==> config.mk <==
export PLATFORM = sky130hd
export DESIGN_NAME = tcp_segment_checksum_top
export DESIGN_NICKNAME = d
export VERILOG_FILES = /design/src/rtl/core/tcs_pkg.sv /design/src/rtl/core/tcp_segment_checksum_top.sv /design/src/rtl/core/tcs_front.sv /design/src/rtl/core/tcs_queue.sv /design/src/rtl/core/tcs_back.sv
export VERILOG_INCLUDE_DIRS = /design/src /design/src/rtl/core
export SDC_FILE = /design/constraint.sdc
export NUM_CORES = 1
export LEC_CHECK = 0
export ABC_AREA = 1
export BUFFER_PORTS_ARGS = -buffer_cell sky130_fd_sc_hd__buf_2
export CAP_MARGIN = 10
export CORE_MARGIN = 3
export CORE_UTILIZATION = 35
export DETAILED_ROUTE_END_ITERATION = 6
export GPL_TIMING_DRIVEN = 0
export SKIP_CTS_REPAIR_TIMING = 1
export SLEW_MARGIN = 20
export SYNTH_ARGS = -nofsm -noshare
export SYNTH_HDL_FRONTEND = slang
export SYNTH_SLANG_ARGS = --single-unit
==> constraint.sdc <==
create_clock -name i_clk -period 7.72 [get_ports i_clk]
set_input_delay 0.386 -clock i_clk [delete_from_list [all_inputs] [get_ports i_clk]]
set_output_delay 0.386 -clock i_clk [all_outputs]
set_load 0.01 [all_outputs]
==> src/rtl/core/tcp_segment_checksum_top_defines.svh <==
// ----------------------------------------------------------------------------
// TCP segment checksum: assertion macros
// Shared property forms for the checks at the end of the top level.
// ----------------------------------------------------------------------------
`ifndef TCP_SEGMENT_CHECKSUM_TOP_DEFINES_SVH
`define TCP_SEGMENT_CHECKSUM_TOP_DEFINES_SVH

// Same-cycle implication, disabled while reset is asserted.
`define TCS_ASSERT_NOW(lbl, clk, rst_n, ante, cons, msg) \
    lbl: assert property (@(posedge clk) disable iff (!(rst_n)) (ante) |-> (cons)) \
        else $error(msg);

// Next-cycle implication, disabled while reset is asserted.
`define TCS_ASSERT_NEXT(lbl, clk, rst_n, ante, cons, msg) \
    lbl: assert property (@(posedge clk) disable iff (!(rst_n)) (ante) |=> (cons)) \
        else $error(msg);

`endif

==> src/rtl/core/tcs_pkg.sv <==
// ----------------------------------------------------------------------------
// TCP segment checksum package
// Command word passed from the byte front end to the summing back end,
// fixed constants and the ones' complement adder.
// ----------------------------------------------------------------------------
package tcs_pkg;

    localparam int QDEPTH = 4;
    localparam int QAW    = 2;
    localparam int QCW    = 3;

    localparam logic [15:0] TCP_PROTOCOL  = 16'd6;
    localparam logic [15:0] CSUM_POS_HI   = 16'd16;
    localparam logic [15:0] CSUM_POS_LO   = 16'd17;
    localparam logic [15:0] LENGTH_MAX    = 16'hFFFF;

    // One command per accepted byte.
    typedef struct packed {
        logic        start;       // load the sum with the pseudo header
        logic [15:0] pseudo;      // folded pseudo header without the length
        logic        word_valid;  // a 16-bit word completed with this byte
        logic [15:0] word;
        logic        last;        // close the segment and emit a result
        logic [15:0] tail;        // padded odd byte plus segment length, folded
        logic [15:0] length;
        logic        overflow;
    } t_cmd;

    // 16-bit ones' complement addition with end-around carry.
    function automatic logic [15:0] oc_add(input logic [15:0] a, input logic [15:0] b);
        logic [16:0] s;
        s = {1'b0, a} + {1'b0, b};
        return s[15:0] + {15'd0, s[16]};
    endfunction

endpackage

==> src/rtl/core/tcp_segment_checksum_top.sv <==
// ----------------------------------------------------------------------------
// TCP segment checksum with IPv4 pseudo header
// Streams a segment one byte per word and returns checksum and length.
// ----------------------------------------------------------------------------
// The block takes one segment byte per clock while the queue has room, with no gaps
// required between segments: the front end classifies each byte combinationally,
// a four-word command queue decouples it from the back end, and the back end adds
// one ones' complement word per cycle into the running sum unless a closing word
// waits for the result register to free. A result is registered when the closing
// command leaves the queue, and the input keeps flowing while that result waits to
// be taken until the queue fills. The addresses are sampled with the first byte only.
// ----------------------------------------------------------------------------
`include "tcp_segment_checksum_top_defines.svh"

module tcp_segment_checksum_top (
    input  logic        i_clk,
    input  logic        i_rst_n,
    input  logic        s_axis_tvalid,
    output logic        s_axis_tready,
    input  logic [71:0] s_axis_tdata,   // data_byte, source_address, destination_address
    input  logic        s_axis_tlast,   // last_byte
    output logic        m_axis_tvalid,
    input  logic        m_axis_tready,
    output logic [31:0] m_axis_tdata,   // checksum_value, segment_length
    output logic        m_axis_tuser    // length_overflow
);

    logic          q_full, q_valid, push, pop;
    tcs_pkg::t_cmd f_cmd, q_cmd;

    tcs_front u_front (
        .i_clk                 (i_clk),
        .i_rst_n               (i_rst_n),
        .i_valid               (s_axis_tvalid),
        .o_ready               (s_axis_tready),
        .i_data_byte           (s_axis_tdata[7:0]),
        .i_last_byte           (s_axis_tlast),
        .i_source_address      (s_axis_tdata[39:8]),
        .i_destination_address (s_axis_tdata[71:40]),
        .i_full                (q_full),
        .o_push                (push),
        .o_cmd                 (f_cmd)
    );

    tcs_queue u_queue (
        .i_clk   (i_clk),
        .i_rst_n (i_rst_n),
        .i_push  (push),
        .i_cmd   (f_cmd),
        .o_full  (q_full),
        .o_valid (q_valid),
        .o_cmd   (q_cmd),
        .i_pop   (pop)
    );

    tcs_back u_back (
        .i_clk             (i_clk),
        .i_rst_n           (i_rst_n),
        .i_valid           (q_valid),
        .i_cmd             (q_cmd),
        .o_pop             (pop),
        .o_valid           (m_axis_tvalid),
        .i_ready           (m_axis_tready),
        .o_checksum_value  (m_axis_tdata[15:0]),
        .o_segment_length  (m_axis_tdata[31:16]),
        .o_length_overflow (m_axis_tuser)
    );

    // A finished checksum is never reported as zero.
    `TCS_ASSERT_NOW(a_csum_nonzero, i_clk, i_rst_n, m_axis_tvalid,
                    m_axis_tdata[15:0] != 16'd0, "checksum word of zero")
    // Every segment holds at least one byte.
    `TCS_ASSERT_NOW(a_len_nonzero, i_clk, i_rst_n, m_axis_tvalid,
                    m_axis_tdata[31:16] != 16'd0, "segment length of zero")
    // The overflow flag comes only with a saturated length.
    `TCS_ASSERT_NOW(a_ovf_sat, i_clk, i_rst_n, m_axis_tvalid && m_axis_tuser,
                    m_axis_tdata[31:16] == 16'hFFFF, "overflow without saturated length")
    // A closing word leaving the queue always produces a result next cycle.
    `TCS_ASSERT_NEXT(a_last_result, i_clk, i_rst_n, pop && q_cmd.last,
                     m_axis_tvalid, "result lost after closing word")

endmodule

==> src/rtl/core/tcs_front.sv <==
// ----------------------------------------------------------------------------
// TCP segment checksum front end
// Tracks byte position, blanks the checksum field, pairs bytes into words and
// prepares the pseudo header and tail terms for the back end.
// ----------------------------------------------------------------------------
module tcs_front (
    input  logic          i_clk,
    input  logic          i_rst_n,
    input  logic          i_valid,
    output logic          o_ready,
    input  logic [7:0]    i_data_byte,
    input  logic          i_last_byte,
    input  logic [31:0]   i_source_address,
    input  logic [31:0]   i_destination_address,
    input  logic          i_full,
    output logic          o_push,
    output tcs_pkg::t_cmd o_cmd
);

    logic        r_mid, n_mid;
    logic        r_phase, n_phase;
    logic [7:0]  r_held, n_held;
    logic [15:0] r_count, n_count;
    logic        r_ovf, n_ovf;

    logic        cur_phase;
    logic [7:0]  cur_held;
    logic [15:0] cur_count;
    logic        cur_ovf;
    logic [7:0]  b_eff;
    logic [15:0] pad;
    logic [15:0] pseudo_a, pseudo_b;

    assign o_ready = !i_full;
    assign o_push  = i_valid && !i_full;

    always_comb begin
        cur_phase = r_mid ? r_phase : 1'b0;
        cur_held  = r_mid ? r_held  : 8'd0;
        cur_count = r_mid ? r_count : 16'd0;
        cur_ovf   = r_mid ? r_ovf   : 1'b0;

        // The checksum field itself counts as zero.
        if (!cur_ovf && (cur_count == tcs_pkg::CSUM_POS_HI ||
                         cur_count == tcs_pkg::CSUM_POS_LO)) begin
            b_eff = 8'd0;
        end else begin
            b_eff = i_data_byte;
        end

        o_cmd            = '0;
        o_cmd.start      = !r_mid;
        pseudo_a         = tcs_pkg::oc_add(i_source_address[31:16], i_source_address[15:0]);
        pseudo_b         = tcs_pkg::oc_add(i_destination_address[31:16],
                                           i_destination_address[15:0]);
        o_cmd.pseudo     = tcs_pkg::oc_add(tcs_pkg::oc_add(pseudo_a, pseudo_b),
                                           tcs_pkg::TCP_PROTOCOL);

        if (!cur_phase) begin
            n_held  = b_eff;
            n_phase = 1'b1;
        end else begin
            o_cmd.word_valid = 1'b1;
            o_cmd.word       = {cur_held, b_eff};
            n_held           = 8'd0;
            n_phase          = 1'b0;
        end

        if (cur_count == tcs_pkg::LENGTH_MAX) begin
            n_ovf   = 1'b1;
            n_count = cur_count;
        end else begin
            n_ovf   = cur_ovf;
            n_count = cur_count + 16'd1;
        end

        pad            = n_phase ? {n_held, 8'd0} : 16'd0;
        o_cmd.last     = i_last_byte;
        o_cmd.tail     = tcs_pkg::oc_add(pad, n_count);
        o_cmd.length   = n_count;
        o_cmd.overflow = n_ovf;

        n_mid = !i_last_byte;
    end

    always_ff @(posedge i_clk) begin
        if (!i_rst_n) begin
            r_mid   <= 1'b0;
            r_phase <= 1'b0;
            r_held  <= 8'd0;
            r_count <= 16'd0;
            r_ovf   <= 1'b0;
        end else if (o_push) begin
            r_mid   <= n_mid;
            r_phase <= n_phase;
            r_held  <= n_held;
            r_count <= n_count;
            r_ovf   <= n_ovf;
        end
    end

endmodule

==> src/rtl/core/tcs_queue.sv <==
// ----------------------------------------------------------------------------
// TCP segment checksum command queue
// Small register FIFO between the front end and the back end.
// ----------------------------------------------------------------------------
module tcs_queue (
    input  logic          i_clk,
    input  logic          i_rst_n,
    input  logic          i_push,
    input  tcs_pkg::t_cmd i_cmd,
    output logic          o_full,
    output logic          o_valid,
    output tcs_pkg::t_cmd o_cmd,
    input  logic          i_pop
);

    tcs_pkg::t_cmd                 r_mem [tcs_pkg::QDEPTH];
    logic [tcs_pkg::QAW-1:0]       r_wr, r_rd;
    logic [tcs_pkg::QCW-1:0]       r_cnt, n_cnt;

    assign o_full  = (r_cnt == tcs_pkg::QCW'(tcs_pkg::QDEPTH));
    assign o_valid = (r_cnt != '0);
    assign o_cmd   = r_mem[r_rd];

    always_comb begin
        n_cnt = r_cnt;
        if (i_push && !i_pop) begin
            n_cnt = r_cnt + tcs_pkg::QCW'(1);
        end else if (!i_push && i_pop) begin
            n_cnt = r_cnt - tcs_pkg::QCW'(1);
        end
    end

    always_ff @(posedge i_clk) begin
        if (!i_rst_n) begin
            r_wr  <= '0;
            r_rd  <= '0;
            r_cnt <= '0;
        end else begin
            if (i_push) begin
                r_wr <= r_wr + tcs_pkg::QAW'(1);
            end
            if (i_pop) begin
                r_rd <= r_rd + tcs_pkg::QAW'(1);
            end
            r_cnt <= n_cnt;
        end
    end

    always_ff @(posedge i_clk) begin
        if (i_push) begin
            r_mem[r_wr] <= i_cmd;
        end
    end

endmodule

==> src/rtl/core/tcs_back.sv <==
// ----------------------------------------------------------------------------
// TCP segment checksum back end
// Keeps the running ones' complement sum and registers the finished result.
// ----------------------------------------------------------------------------
module tcs_back (
    input  logic          i_clk,
    input  logic          i_rst_n,
    input  logic          i_valid,
    input  tcs_pkg::t_cmd i_cmd,
    output logic          o_pop,
    output logic          o_valid,
    input  logic          i_ready,
    output logic [15:0]   o_checksum_value,
    output logic [15:0]   o_segment_length,
    output logic          o_length_overflow
);

    logic [15:0] r_sum;
    logic [15:0] base, s1, s2, cs;
    logic        r_valid;
    logic [15:0] r_cs, r_len;
    logic        r_ovf;

    // A closing word may only leave the queue when the result register frees.
    assign o_pop = i_valid && (!i_cmd.last || !r_valid || i_ready);

    always_comb begin
        base = i_cmd.start ? i_cmd.pseudo : r_sum;
        s1   = tcs_pkg::oc_add(base, i_cmd.word_valid ? i_cmd.word : 16'd0);
        s2   = tcs_pkg::oc_add(s1, i_cmd.tail);
        cs   = ~s2;
        if (cs == 16'd0) begin
            cs = 16'hFFFF;
        end
    end

    always_ff @(posedge i_clk) begin
        if (!i_rst_n) begin
            r_sum   <= 16'd0;
            r_valid <= 1'b0;
        end else begin
            if (o_pop) begin
                r_sum <= s1;
            end
            if (o_pop && i_cmd.last) begin
                r_valid <= 1'b1;
            end else if (i_ready) begin
                r_valid <= 1'b0;
            end
        end
    end

    always_ff @(posedge i_clk) begin
        if (o_pop && i_cmd.last) begin
            r_cs  <= cs;
            r_len <= i_cmd.length;
            r_ovf <= i_cmd.overflow;
        end
    end

    assign o_valid           = r_valid;
    assign o_checksum_value  = r_cs;
    assign o_segment_length  = r_len;
    assign o_length_overflow = r_ovf;

endmodule
Yosys cells after proc, flatten, opt, wreduce, memory -nomap -nowiden
Memory sizes are Yosys's and may differ from the RTL's. A register that Yosys moved wholly into a read port is not among the register bits. Index checks and enable logic that the tools add are counted.

Bits in registers: 84. RAM bits: 272. Input bits: 77. Output and inout bits: 35. Word-level logic and storage cells: 80. Memories kept: 1.

Memory list: u_queue.r_mem (words 4, bits a word 68, rd ports 1, clocked after Yosys merged registers in 1, write ports 1, RTL line tcs_queue.sv:16) `tcs_pkg::t_cmd r_mem [tcs_pkg::QDEPTH];`.

Add/subtract/negate cells: 19. Eq/ne operators: 4. Mux-type cells: 21. Bitwise operators: 1. Reductions and logical operators: 21.

Operator list (number): $add A16 B1 Y16 (7); $add A16 B16 Y17 (6); $mux W16 (5); $eq A16 B5 Y1 const B (2); $mux W8 (3); $add A16 B3 Y17 const B (1); $mux W17 (1); $add A16 B1 Y16 const B (1); $eq A16 B16 Y1 const B (1); $logic_not A16 Y1 (1); $not A16 Y16 (1); $logic_not A1 Y1 (8); $mux W1 (8); $logic_and A1 B1 Y1 (6); $mux W3 (2); $add A2 B1 Y2 const B (2); $mux W2 (2); $reduce_bool A2 Y1 (2); $add A3 B1 Y3 const B (1); $eq A3 B3 Y1 const B (1); $logic_or A1 B1 Y1 (3); $reduce_bool A3 Y1 (1); $sub A3 B1 Y3 const B (1).

Depth between registers and ports, before layout
Gate-level depths: netlist (run 1).

Word-level depth: 9. Gate-level depth with buffers: 61.

Modules after synthesis
Synthesis (run 1) repeated with hierarchy kept, for this count alone.

Cells, all modules: 2546. Area total of the unflattened synthesis: 21829.7 sq um.

By module, submodules not included: tcs_queue (times used 1, cells an instance 716, area an instance 10506.3 sq um, sequential area each 8348.0 sq um); tcs_front (times used 1, cells an instance 1071, area an instance 6368.6 sq um, sequential area each 540.5 sq um); tcs_back (times used 1, cells an instance 759, area an instance 4954.8 sq um, sequential area each 1331.3 sq um).

Worst setup path before layout (run 1)
No wires, ideal clock.

Path kind: in2reg. From: input s_axis_tdata[8]. To: memory u_queue.r_mem[0][63] (netlist name) (data pin). Data arrival time: 7553 ps. Path slack: -94 ps. Cell stages on the path: 58. Path buffers: 0. Cell sequence: ha_1 > inv_1 > fa_1 > o21ai_0 > nand2_1 > nand2_1 > a21boi_0 > o21ai_0 > a21boi_0 > nor2_1 > o21ai_0 > nand2_1 > ha_1 > nand2_1 > nor4_1 > nor3b_1 > nand3_1 > nor2_1 > (+22 left out) > nor2_1 > nand2_2 > nor2_4 > nand4_1 > nor2_1 > ha_1 > ha_1 > nand2_1 > nor2_1 > nand3_1 > nor2_2 > nand2_1 > nor2_2 > nand2_1 > nor2_2 > nand2_1 > xor2_1 > inv_1.

RTL lines: start, declared (RTL line tcp_segment_checksum_top.sv:20) `input logic [71:0] s_axis_tdata,`; end, declared (RTL line tcs_queue.sv:16).

==> run metrics, run 1 <==
Setup crit start s_axis_tdata[24]; Main synth FF type edfxtp_1; most frequent cell after synthesis nand2_1; CP Launch Type primary input; Filler Cells Inserted 5643; total die area 63880 um2; H-tree Lvls 2; Setup Skew 24.94 ps; die height 252.7 um; Num CTS Buffers 38; GRT Residual Overflow 0; Util after Layout about 44%; die width roughly 250 um; total nets after synthesis 2654; Synth Cell Area 21310 um2; Place WS -2012 ps; cells after synthesis 2458; via count 17.66k; post-synth top area cell edfxtp_1; Worst-Margin Slew 945.9 ps; crit path kind in2reg; RSZ-0062 raised after global routing yes; Post-Route WL just under 60 mm; synthesized flop and latch total approximately 360; CTS tree yes; post-synthesis average cell area between 8 and 9 um2; YS warnings 0; Initial DRT Pass Iterations 7; asr flop ratio synth 0%; GPL Wtd Cong around 0.88; endpoints failing setup 0; Period Utilization, post-route between 90% and 100%; post-DR wirelength/cell between 15 and 20 um; CP max-delay cell fa_2; worst min path class in2reg; Clk pin slew, worst setup/hold paths 70 ps; most frequent CP cell nand2_2; type of destination of the critical path flop; Setup WS post-layout between 50 and 60 ps; share of cells above drive strength 1 21.06%; Final min period 7666 ps; number of max-cap violations 0; # port buffers around 110; crit-path max FO 5; WHS about 150 ps; Starting Density 35.77%; Top Family by Delay on Critical Path simple AND/OR/NAND/NOR gates; CTS max path bufs 3; gr usage total approximately 17%; post-DR vias/cell ~5; Layout area overhead 22.74%; # DRC 0; antenna violations before repair 0; Final Hold Fails 0; CP max stage delay about 380 ps; critical path arrival just under 8000 ps; vias in the first global route roughly 16k; Skew-Pair Late Insertion Delay 550 ps; I/O Pins 112; clock root buffer clkbuf_16; total core area roughly 60000 um2; Worst EP required 8000 ps; first-pass GRT wire length 87.52 mm; Seq/Total Area, Yosys 47.96%; Worst Hold Launch s_axis_tlast; post-DP HPWL about 43 mm; largest net degree at the start of global routing 35; Distinct cells, synth 58; CP Buf/Inv Count 7; top post-synthesis cells by area edfxtp_1, nand2_1, ha_1; nets 2892; EDFF count, synth 305; FP Rows approximately 90; Slew HR 36.28%; fmax about 130 MHz; status completed; DRC marker count from the first detailed-route iteration around 1.4k; Clock Sinks 358; antenna-violating nets left 0; Synth top cells by count nand2_1, nor2_1, edfxtp_1; Max Slew Vio Count 0; area share of the leading cell type in the synthesized netlist between 40% and 50%
-- worst reg2reg max path: cells and delay by family, from the launching register on --
family | cells | cell delay (ps)
adders and majority gates | 5 | 1300
AOI/OAI and AO/OA | 10 | 1430
and+or+nand+nor | 26 | 3130
xor gates and xnor gates | 2 | 190
DFF | 1 | 390
buffers and inverters | 8 | 1020
-- flip-flops by register name, indices dropped and copies added, names as in the netlist, named ones only --
register,flops
u_back.o_checksum_value,16
u_back.o_length_overflow,1
u_back.o_segment_length,16
u_back.o_valid,1
u_back.r_sum,16
u_front.r_count,16
u_front.r_held,8
u_front.r_mid,1
u_front.r_ovf,1
u_front.r_phase,1
u_queue.r_cnt,3
u_queue.r_mem,272
u_queue.r_rd,2
u_queue.r_wr,2
-- kinds of logic (layout without fill, tap and decap cells) --
kind of cell	Yosys count	in the layout	share of synthesized area, %
AND/OR/NAND/NOR	1030	1030	21.47
AO/OA/AOI/OAI	440	440	11.31
buffers and inverters	392	660	7.029
flip-flops	358	358	47.96
adder cells (fa/ha/maj)	119	119	7.234
XOR/XNOR	119	119	4.997
other	0	1	0
-- layout by cell type (no fill, tap or decap), types with 13 or more instances in the layout --
cell,netlist,final
dfxtp_1,53,52
nor3_1,16,13
nand2_2,40,68
edfxtp_1,305,305
nor2_1,310,283
inv_2,22,31
nand4_1,36,36
clkbuf_1,59,40
o21ai_0,207,193
buf_4,1,79
xor2_1,83,79
a21oi_1,114,106
nor2_4,10,32
o21ai_1,9,15
ha_1,112,85
xnor2_1,33,31
ha_4,0,22
o22ai_1,58,55
nand3_2,9,18
nand3_1,99,86
nor2_2,19,24
inv_1,300,287
nand2_1,454,418
clkbuf_16,0,41
buf_2,0,111
-- layout make-up --
class                   instances  area (um2)  share of cell area, %
multi-input cells            1708       10620                  40.60
flip-flops and latches        358       10220                  39.09
repair buffers                197        1441                  5.511
inverters                     326        1237                  4.732
clock buffers                  47        1026                  3.923
well taps                     773       967.2                  3.698
plain buffers                  66       397.9                  1.521
clock inverters                23       234.0                 0.8946
repair inverters                1       5.005                0.01914
diodes                          1       2.502               0.009568
-- per-stage QoR --
stage          instance area [um2]  TNS, ps  std cells
4_1_cts                      24400   -81660       3424
6_report                     26150        0       3500
5_1_grt                      26150   -12840       3499
2_1_floorplan                21320        0       2458
3_3_place_gp                 22840  -106660       3342
3_5_place_dp                 23140  -116020       3354
-- worst paths after layout --
path / to / slack [ps] / cells after the start
min: u_front.r_mid$_SDFFE_PN0P_ / 150 / 2
min reg2reg: u_front.r_held[3]$_SDFFE_PN0P_ / 470 / 2
max: u_queue.r_mem[1][63]$_DFFE_PP_ / 50 / 56
max reg2reg: u_back.o_checksum_value[9]$_SDFFCE_PN1P_ / 170 / 51
-- per-layer routing --
| metal | track usage, % | up-vias | wire length, um |
|---|---|---|---|
| met5 | 0 | - | 0 |
| met4 | 4.070 | 0 | 1040 |
| met3 | 2.511 | 73 | 3456 |
| met2 | 28.08 | 440 | 27180 |
| met1 | 24.36 | 8399 | 26920 |
| li1 | - | 8743 | - |
Power of run 1 is left out: the tool's default activity adds up to more than one toggle a clock period on the data nets, which glitch-free logic cannot reach.
==> run 2: changes to the inputs <==
==> constraint.sdc (replaced) <==
create_clock -name i_clk -period 7.72 [get_ports i_clk]
set_input_delay 2.316 -clock i_clk [delete_from_list [all_inputs] [get_ports i_clk]]
set_output_delay 2.316 -clock i_clk [all_outputs]
set_load 0.01 [all_outputs]
==> run metrics, run 2 (synthesis gave the netlist of run 1 again) <==
status complete, but fails checks; violated checks DRC, setup timing; Slew HR 37.96% (+1.7 points); CP Launch Type primary input; worst min path class reg2reg; Hold Path Stages 2 (unchanged); Skew-Pair Late Insertion Delay 550 ps (about the same); max reg flops 272 (unchanged); Initial DRT Pass Iterations 7 (unchanged); register bank with the most flops u_queue.r_mem; gr usage total 17.46% (+0.20 points); RSZ-0062 raised after global routing yes; CP max stage delay 380 ps (about the same); type of destination of the critical path flop; fmax 103.0 MHz (-21%); Top Family by Delay on Critical Path simple AND/OR/NAND/NOR gates; share of cells above drive strength 1 21.09% (+0.031 points); most common cell after layout, fill and taps aside nand2_1; GRT Residual Overflow 0 (unchanged); post-DR vias/cell 5.041 (about the same); most frequent CP cell nand2_2; total core area 59580 um2 (unchanged); Setup WS post-layout -1986 ps (-2040 ps); Setup Skew 21.17 ps (-3.766 ps); Worst-Margin Slew 920.9 ps (-24.96 ps); number of max-cap violations 0 (unchanged); # diodes 0 (-1); vias in the first global route 16.64k (+1.2%); Final Hold Fails 0 (unchanged); Worst EP required 8000 ps (about the same); crit-path max FO 6 (+1); Final min period 9706 ps (+2040 ps); antenna violations before repair 1 (+1); clock root buffer clkbuf_16; FP Rows 89 (unchanged); most frequent cells in the layout nand2_1, edfxtp_1, inv_1; Post-Route WL 58.40 mm (-0.34%); Period Utilization, post-route 125.7% (+26 points); I/O Pins 112 (unchanged); WP depth 58 (+3.6%); total die area 63880 um2 (unchanged); GPL Wtd Cong 0.8715 (-1.1%); die height 252.7 um (unchanged); Clk pin slew, worst setup/hold paths 60 ps (about the same); # port buffers 111 (unchanged); Max Slew Vio Count 0 (unchanged); Num CTS Buffers 37 (-2.6%); H-tree Lvls 2 (unchanged); antenna-violating nets left 0 (unchanged); first-pass GRT wire length 88.67 mm (+1.3%); CP max-delay cell fa_2; via count 17.62k (-0.21%); # DRC 1 (+1); Clock Sinks 358 (unchanged); post-route cell area 26180 um2 (+0.10%); crit path kind in2reg; die width 252.7 um (unchanged); largest net degree at the start of global routing 35 (unchanged); post-DP HPWL 43.23 mm (+1.3%); critical path arrival 9980 ps (+2030 ps); endpoints failing setup 64 (+64); DRC marker count from the first detailed-route iteration 1361 (-2.4%); Starting Density 35.77% (unchanged); Worst Reg-to-Reg Cells 47 (-7.8%); Layout area overhead 22.86%; nets 2891 (-0.035%); CTS tree yes; CTS max path bufs 3 (unchanged); post-DR wirelength/cell 16.71 um (-0.20%); Placed Area 23380 um2 (+1.0%); CP Buf/Inv Count 7 (unchanged)
[run 2: cell count changes in the layout (fill, tap and decap cells not counted), sizes merged]
cell / change
buf: -1
clkinv: +1
diode: -1
clkbuf: -1
bufinv: +1
inv: -3
clkinvlp: -1
[run 2: through the flow]
stage / TNS [ps] / worst slack [ps] / hold WS [ps] / cells / util (%)
2_1_floorplan: -51640 / -1272 / 436.4 / 2458 / -
3_3_place_gp: -481490 / -2984 / 448.8 / 3342 / 38.70
3_5_place_dp: -189630 / -3126 / 455.5 / 3354 / 39.25
4_1_cts: -156900 / -2612 / 465.4 / 3420 / 41.31
5_1_grt: -120220 / -2417 / 489.1 / 3495 / 43.94
6_report: -93400 / -1986 / 469.5 / 3495 / 43.94
[run 2: path summary, 6_finish.rpt]
kind	end	start	slack [ps]
worst max-delay path	u_queue.r_mem[2][63]$_DFFE_PP_	s_axis_tdata[24]	-1990
worst min register to register	u_front.r_held[6]$_SDFFE_PN0P_	u_front.r_held[6]$_SDFFE_PN0P_	470
worst min-delay path	u_front.r_held[6]$_SDFFE_PN0P_	u_front.r_held[6]$_SDFFE_PN0P_	470
worst max register to register	u_back.o_checksum_value[4]$_SDFFCE_PN1P_	flop	340
[run 2: layout make-up]
cell class,instances,area (um2)
Timing Repair Buffer,198,1481
Inverter,326,1237
Tap cell,773,967.2
Sequential cell,358,10220
Fill cell,5662,33400
Clock inverter,22,236.5
Multi-Input combinational cell,1708,10650
Clock buffer,44,994.7
Buffer,66,386.6
[run 2: per-layer routing]
| layer | GRT usage [%] | wire length, um | up-vias |
|---|---|---|---|
| li1 | - | - | 8742 |
| met1 | 24.77 | 27150 | 8369 |
| met2 | 28.17 | 26650 | 437 |
| met3 | 2.521 | 3416 | 70 |
| met4 | 4.284 | 1184 | 0 |
| met5 | 0 | 0 | - |
[run 2: worst reg2reg max path, delay by kind of cell (launching register included)]
| kind | cells | cell delay (ps) |
|---|---|---|
| AND/OR/NAND/NOR | 25 | 3190 |
| adder cells (fa/ha/maj) | 6 | 1520 |
| AO/OA/AOI/OAI | 8 | 1100 |
| buffers and inverters | 7 | 740 |
| flip-flops | 1 | 370 |
| XOR/XNOR | 1 | 220 |
Power of run 2 is left out for the same reason.
==> run 3: changes to the inputs <==
--- a/config.mk
+++ b/config.mk
@@ -9,10 +9,14 @@
 export ABC_AREA = 1
 export BUFFER_PORTS_ARGS = -buffer_cell sky130_fd_sc_hd__buf_2
 export CAP_MARGIN = 10
+export CELL_PAD_IN_SITES_DETAIL_PLACEMENT = 1
+export CELL_PAD_IN_SITES_GLOBAL_PLACEMENT = 2
 export CORE_MARGIN = 3
 export CORE_UTILIZATION = 35
+export CTS_BUF_LIST = sky130_fd_sc_hd__clkbuf_8 sky130_fd_sc_hd__clkbuf_16
 export DETAILED_ROUTE_END_ITERATION = 6
 export GPL_TIMING_DRIVEN = 0
+export PLACE_DENSITY_LB_ADDON = 0.1
 export SKIP_CTS_REPAIR_TIMING = 1
 export SLEW_MARGIN = 20
 export SYNTH_ARGS = -nofsm -noshare
==> run metrics, run 3 (synthesis gave the netlist of run 1 again) <==
status complete, but fails checks; violated checks setup timing; # DRC 0 (-1); Starting Density 35.77% (unchanged); crit-path max FO 4 (-2); DRC marker count from the first detailed-route iteration 930 (-32%); first-pass GRT wire length 101.3 mm (+14%); Num CTS Buffers 40 (+8.1%); antenna violations before repair 0 (-1); critical path arrival 9780 ps (-200 ps); via count 17.60k (-0.12%); max reg flops 272 (unchanged); share of cells above drive strength 1 21.50% (+0.41 points); Max Slew Vio Count 0 (unchanged); gr usage total 20.32% (+2.9 points); antenna-violating nets left 0 (unchanged); Clk pin slew, worst setup/hold paths 60 ps (about the same); endpoints failing setup 64 (unchanged); H-tree Lvls 2 (unchanged); total core area 59580 um2 (unchanged); type of destination of the critical path flop; Place WS -3038 ps (+88.52 ps); total die area 63880 um2 (unchanged); RSZ-0062 raised after global routing yes; number of max-cap violations 0 (unchanged); CTS tree yes; register bank with the most flops u_queue.r_mem; Initial DRT Pass Iterations 5 (-2); post-DR vias/cell 5.044 (about the same); most common cell after layout, fill and taps aside nand2_1; # port buffers 111 (unchanged); Filler Cells Inserted 6869 (+21%); fmax 105.5 MHz (+2.4%); Clock Sinks 358 (unchanged); Worst EP required 8020 ps (+20 ps); nets 2880 (-0.38%); worst min path class reg2reg; post-DP HPWL 50.88 mm (+18%); Slew HR 35.82% (-2.1 points); crit path kind in2reg; post-DR wirelength/cell 19.06 um (+14%); most frequent cells in the layout nand2_1, edfxtp_1, inv_1; I/O Pins 112 (unchanged); # diodes 0 (unchanged); most frequent CP cell nor2_4; Post-Route WL 66.50 mm (+14%); vias in the first global route 17.97k (+8.0%); Setup WS post-layout -1763 ps (+223.1 ps); Final min period 9483 ps (-223.1 ps); clock root buffer clkbuf_16; die height 252.7 um (unchanged); Period Utilization, post-route 122.8% (-2.9 points); Setup Skew 26.70 ps (+5.530 ps); Final Hold Fails 0 (unchanged); largest net degree at the start of global routing 35 (unchanged); CTS max path bufs 3 (unchanged); CP max-delay cell fa_2; Layout area overhead 23.04%; GRT Residual Overflow 0 (unchanged); Skew-Pair Late Insertion Delay 570 ps (+20 ps); CP Launch Type primary input; GPL Wtd Cong 0.8147 (-6.5%); Worst-Margin Slew 952.6 ps (+31.71 ps); FP Rows 89 (unchanged); CP max stage delay 380 ps (about the same); die width 252.7 um (unchanged)
run 3: layout make-up:
cell class | count | area (um2) | share of cell area [%]
multi-input cells | 1708 | 10700 | 40.81
flip-flops and latches | 358 | 10220 | 39.00
repair buffers | 186 | 1361 | 5.192
inverters | 326 | 1235 | 4.710
clock buffers | 46 | 1084 | 4.133
well taps | 773 | 967.2 | 3.689
plain buffers | 64 | 426.7 | 1.627
clock inverters | 28 | 220.2 | 0.8399
run 3: metrics by stage:
| stage | setup TNS [ps] | instance area [um2] | hold WS, ps | cells | util, % |
|---|---|---|---|---|---|
| 3_5_place_dp | -195250 | 23360 | 456.0 | 3354 | 39.21 |
| 6_report | -80930 | 26220 | 469.4 | 3489 | 44.01 |
| 4_1_cts | -159930 | 24660 | 465.4 | 3428 | 41.40 |
| 5_1_grt | -115000 | 26220 | 491.5 | 3489 | 44.01 |
| 2_1_floorplan | -51640 | 21540 | 436.4 | 2458 | - |
| 3_3_place_gp | -577870 | 23060 | 451.1 | 3342 | 38.70 |
run 3: worst max-delay path: cells and delay by family:
kind,cells,cell delay (ps)
simple gates,35,4130
fa+ha+maj,8,1730
buf+inv,6,400
compound gates,7,880
xor+xnor,2,300
run 3: path summary, 6_finish.rpt:
| path | depth (start not counted) | start | slack, ps | to |
|---|---|---|---|---|
| worst max-delay path | 58 | s_axis_tdata[24] | -1760 | u_queue.r_mem[1][63]$_DFFE_PP_ |
| worst min-delay path | 2 | u_queue.r_rd[1]$_SDFFE_PN0P_ | 470 | flop |
| worst max register to register | 52 | flop | 200 | u_back.o_checksum_value[5]$_SDFFCE_PN1P_ |
| worst min register to register | 2 | u_queue.r_rd[1]$_SDFFE_PN0P_ | 470 | flop |
run 3: layer usage:
layer	global-route usage, %	vias to the layer above	part of all wire [%]
met3	2.326	57	3.8
met2	33.21	285	46
met1	29.44	8554	49
met4	3.510	0	1.3
met5	0	-	0
li1	-	8701	-
Power of run 3 is left out for the same reason.
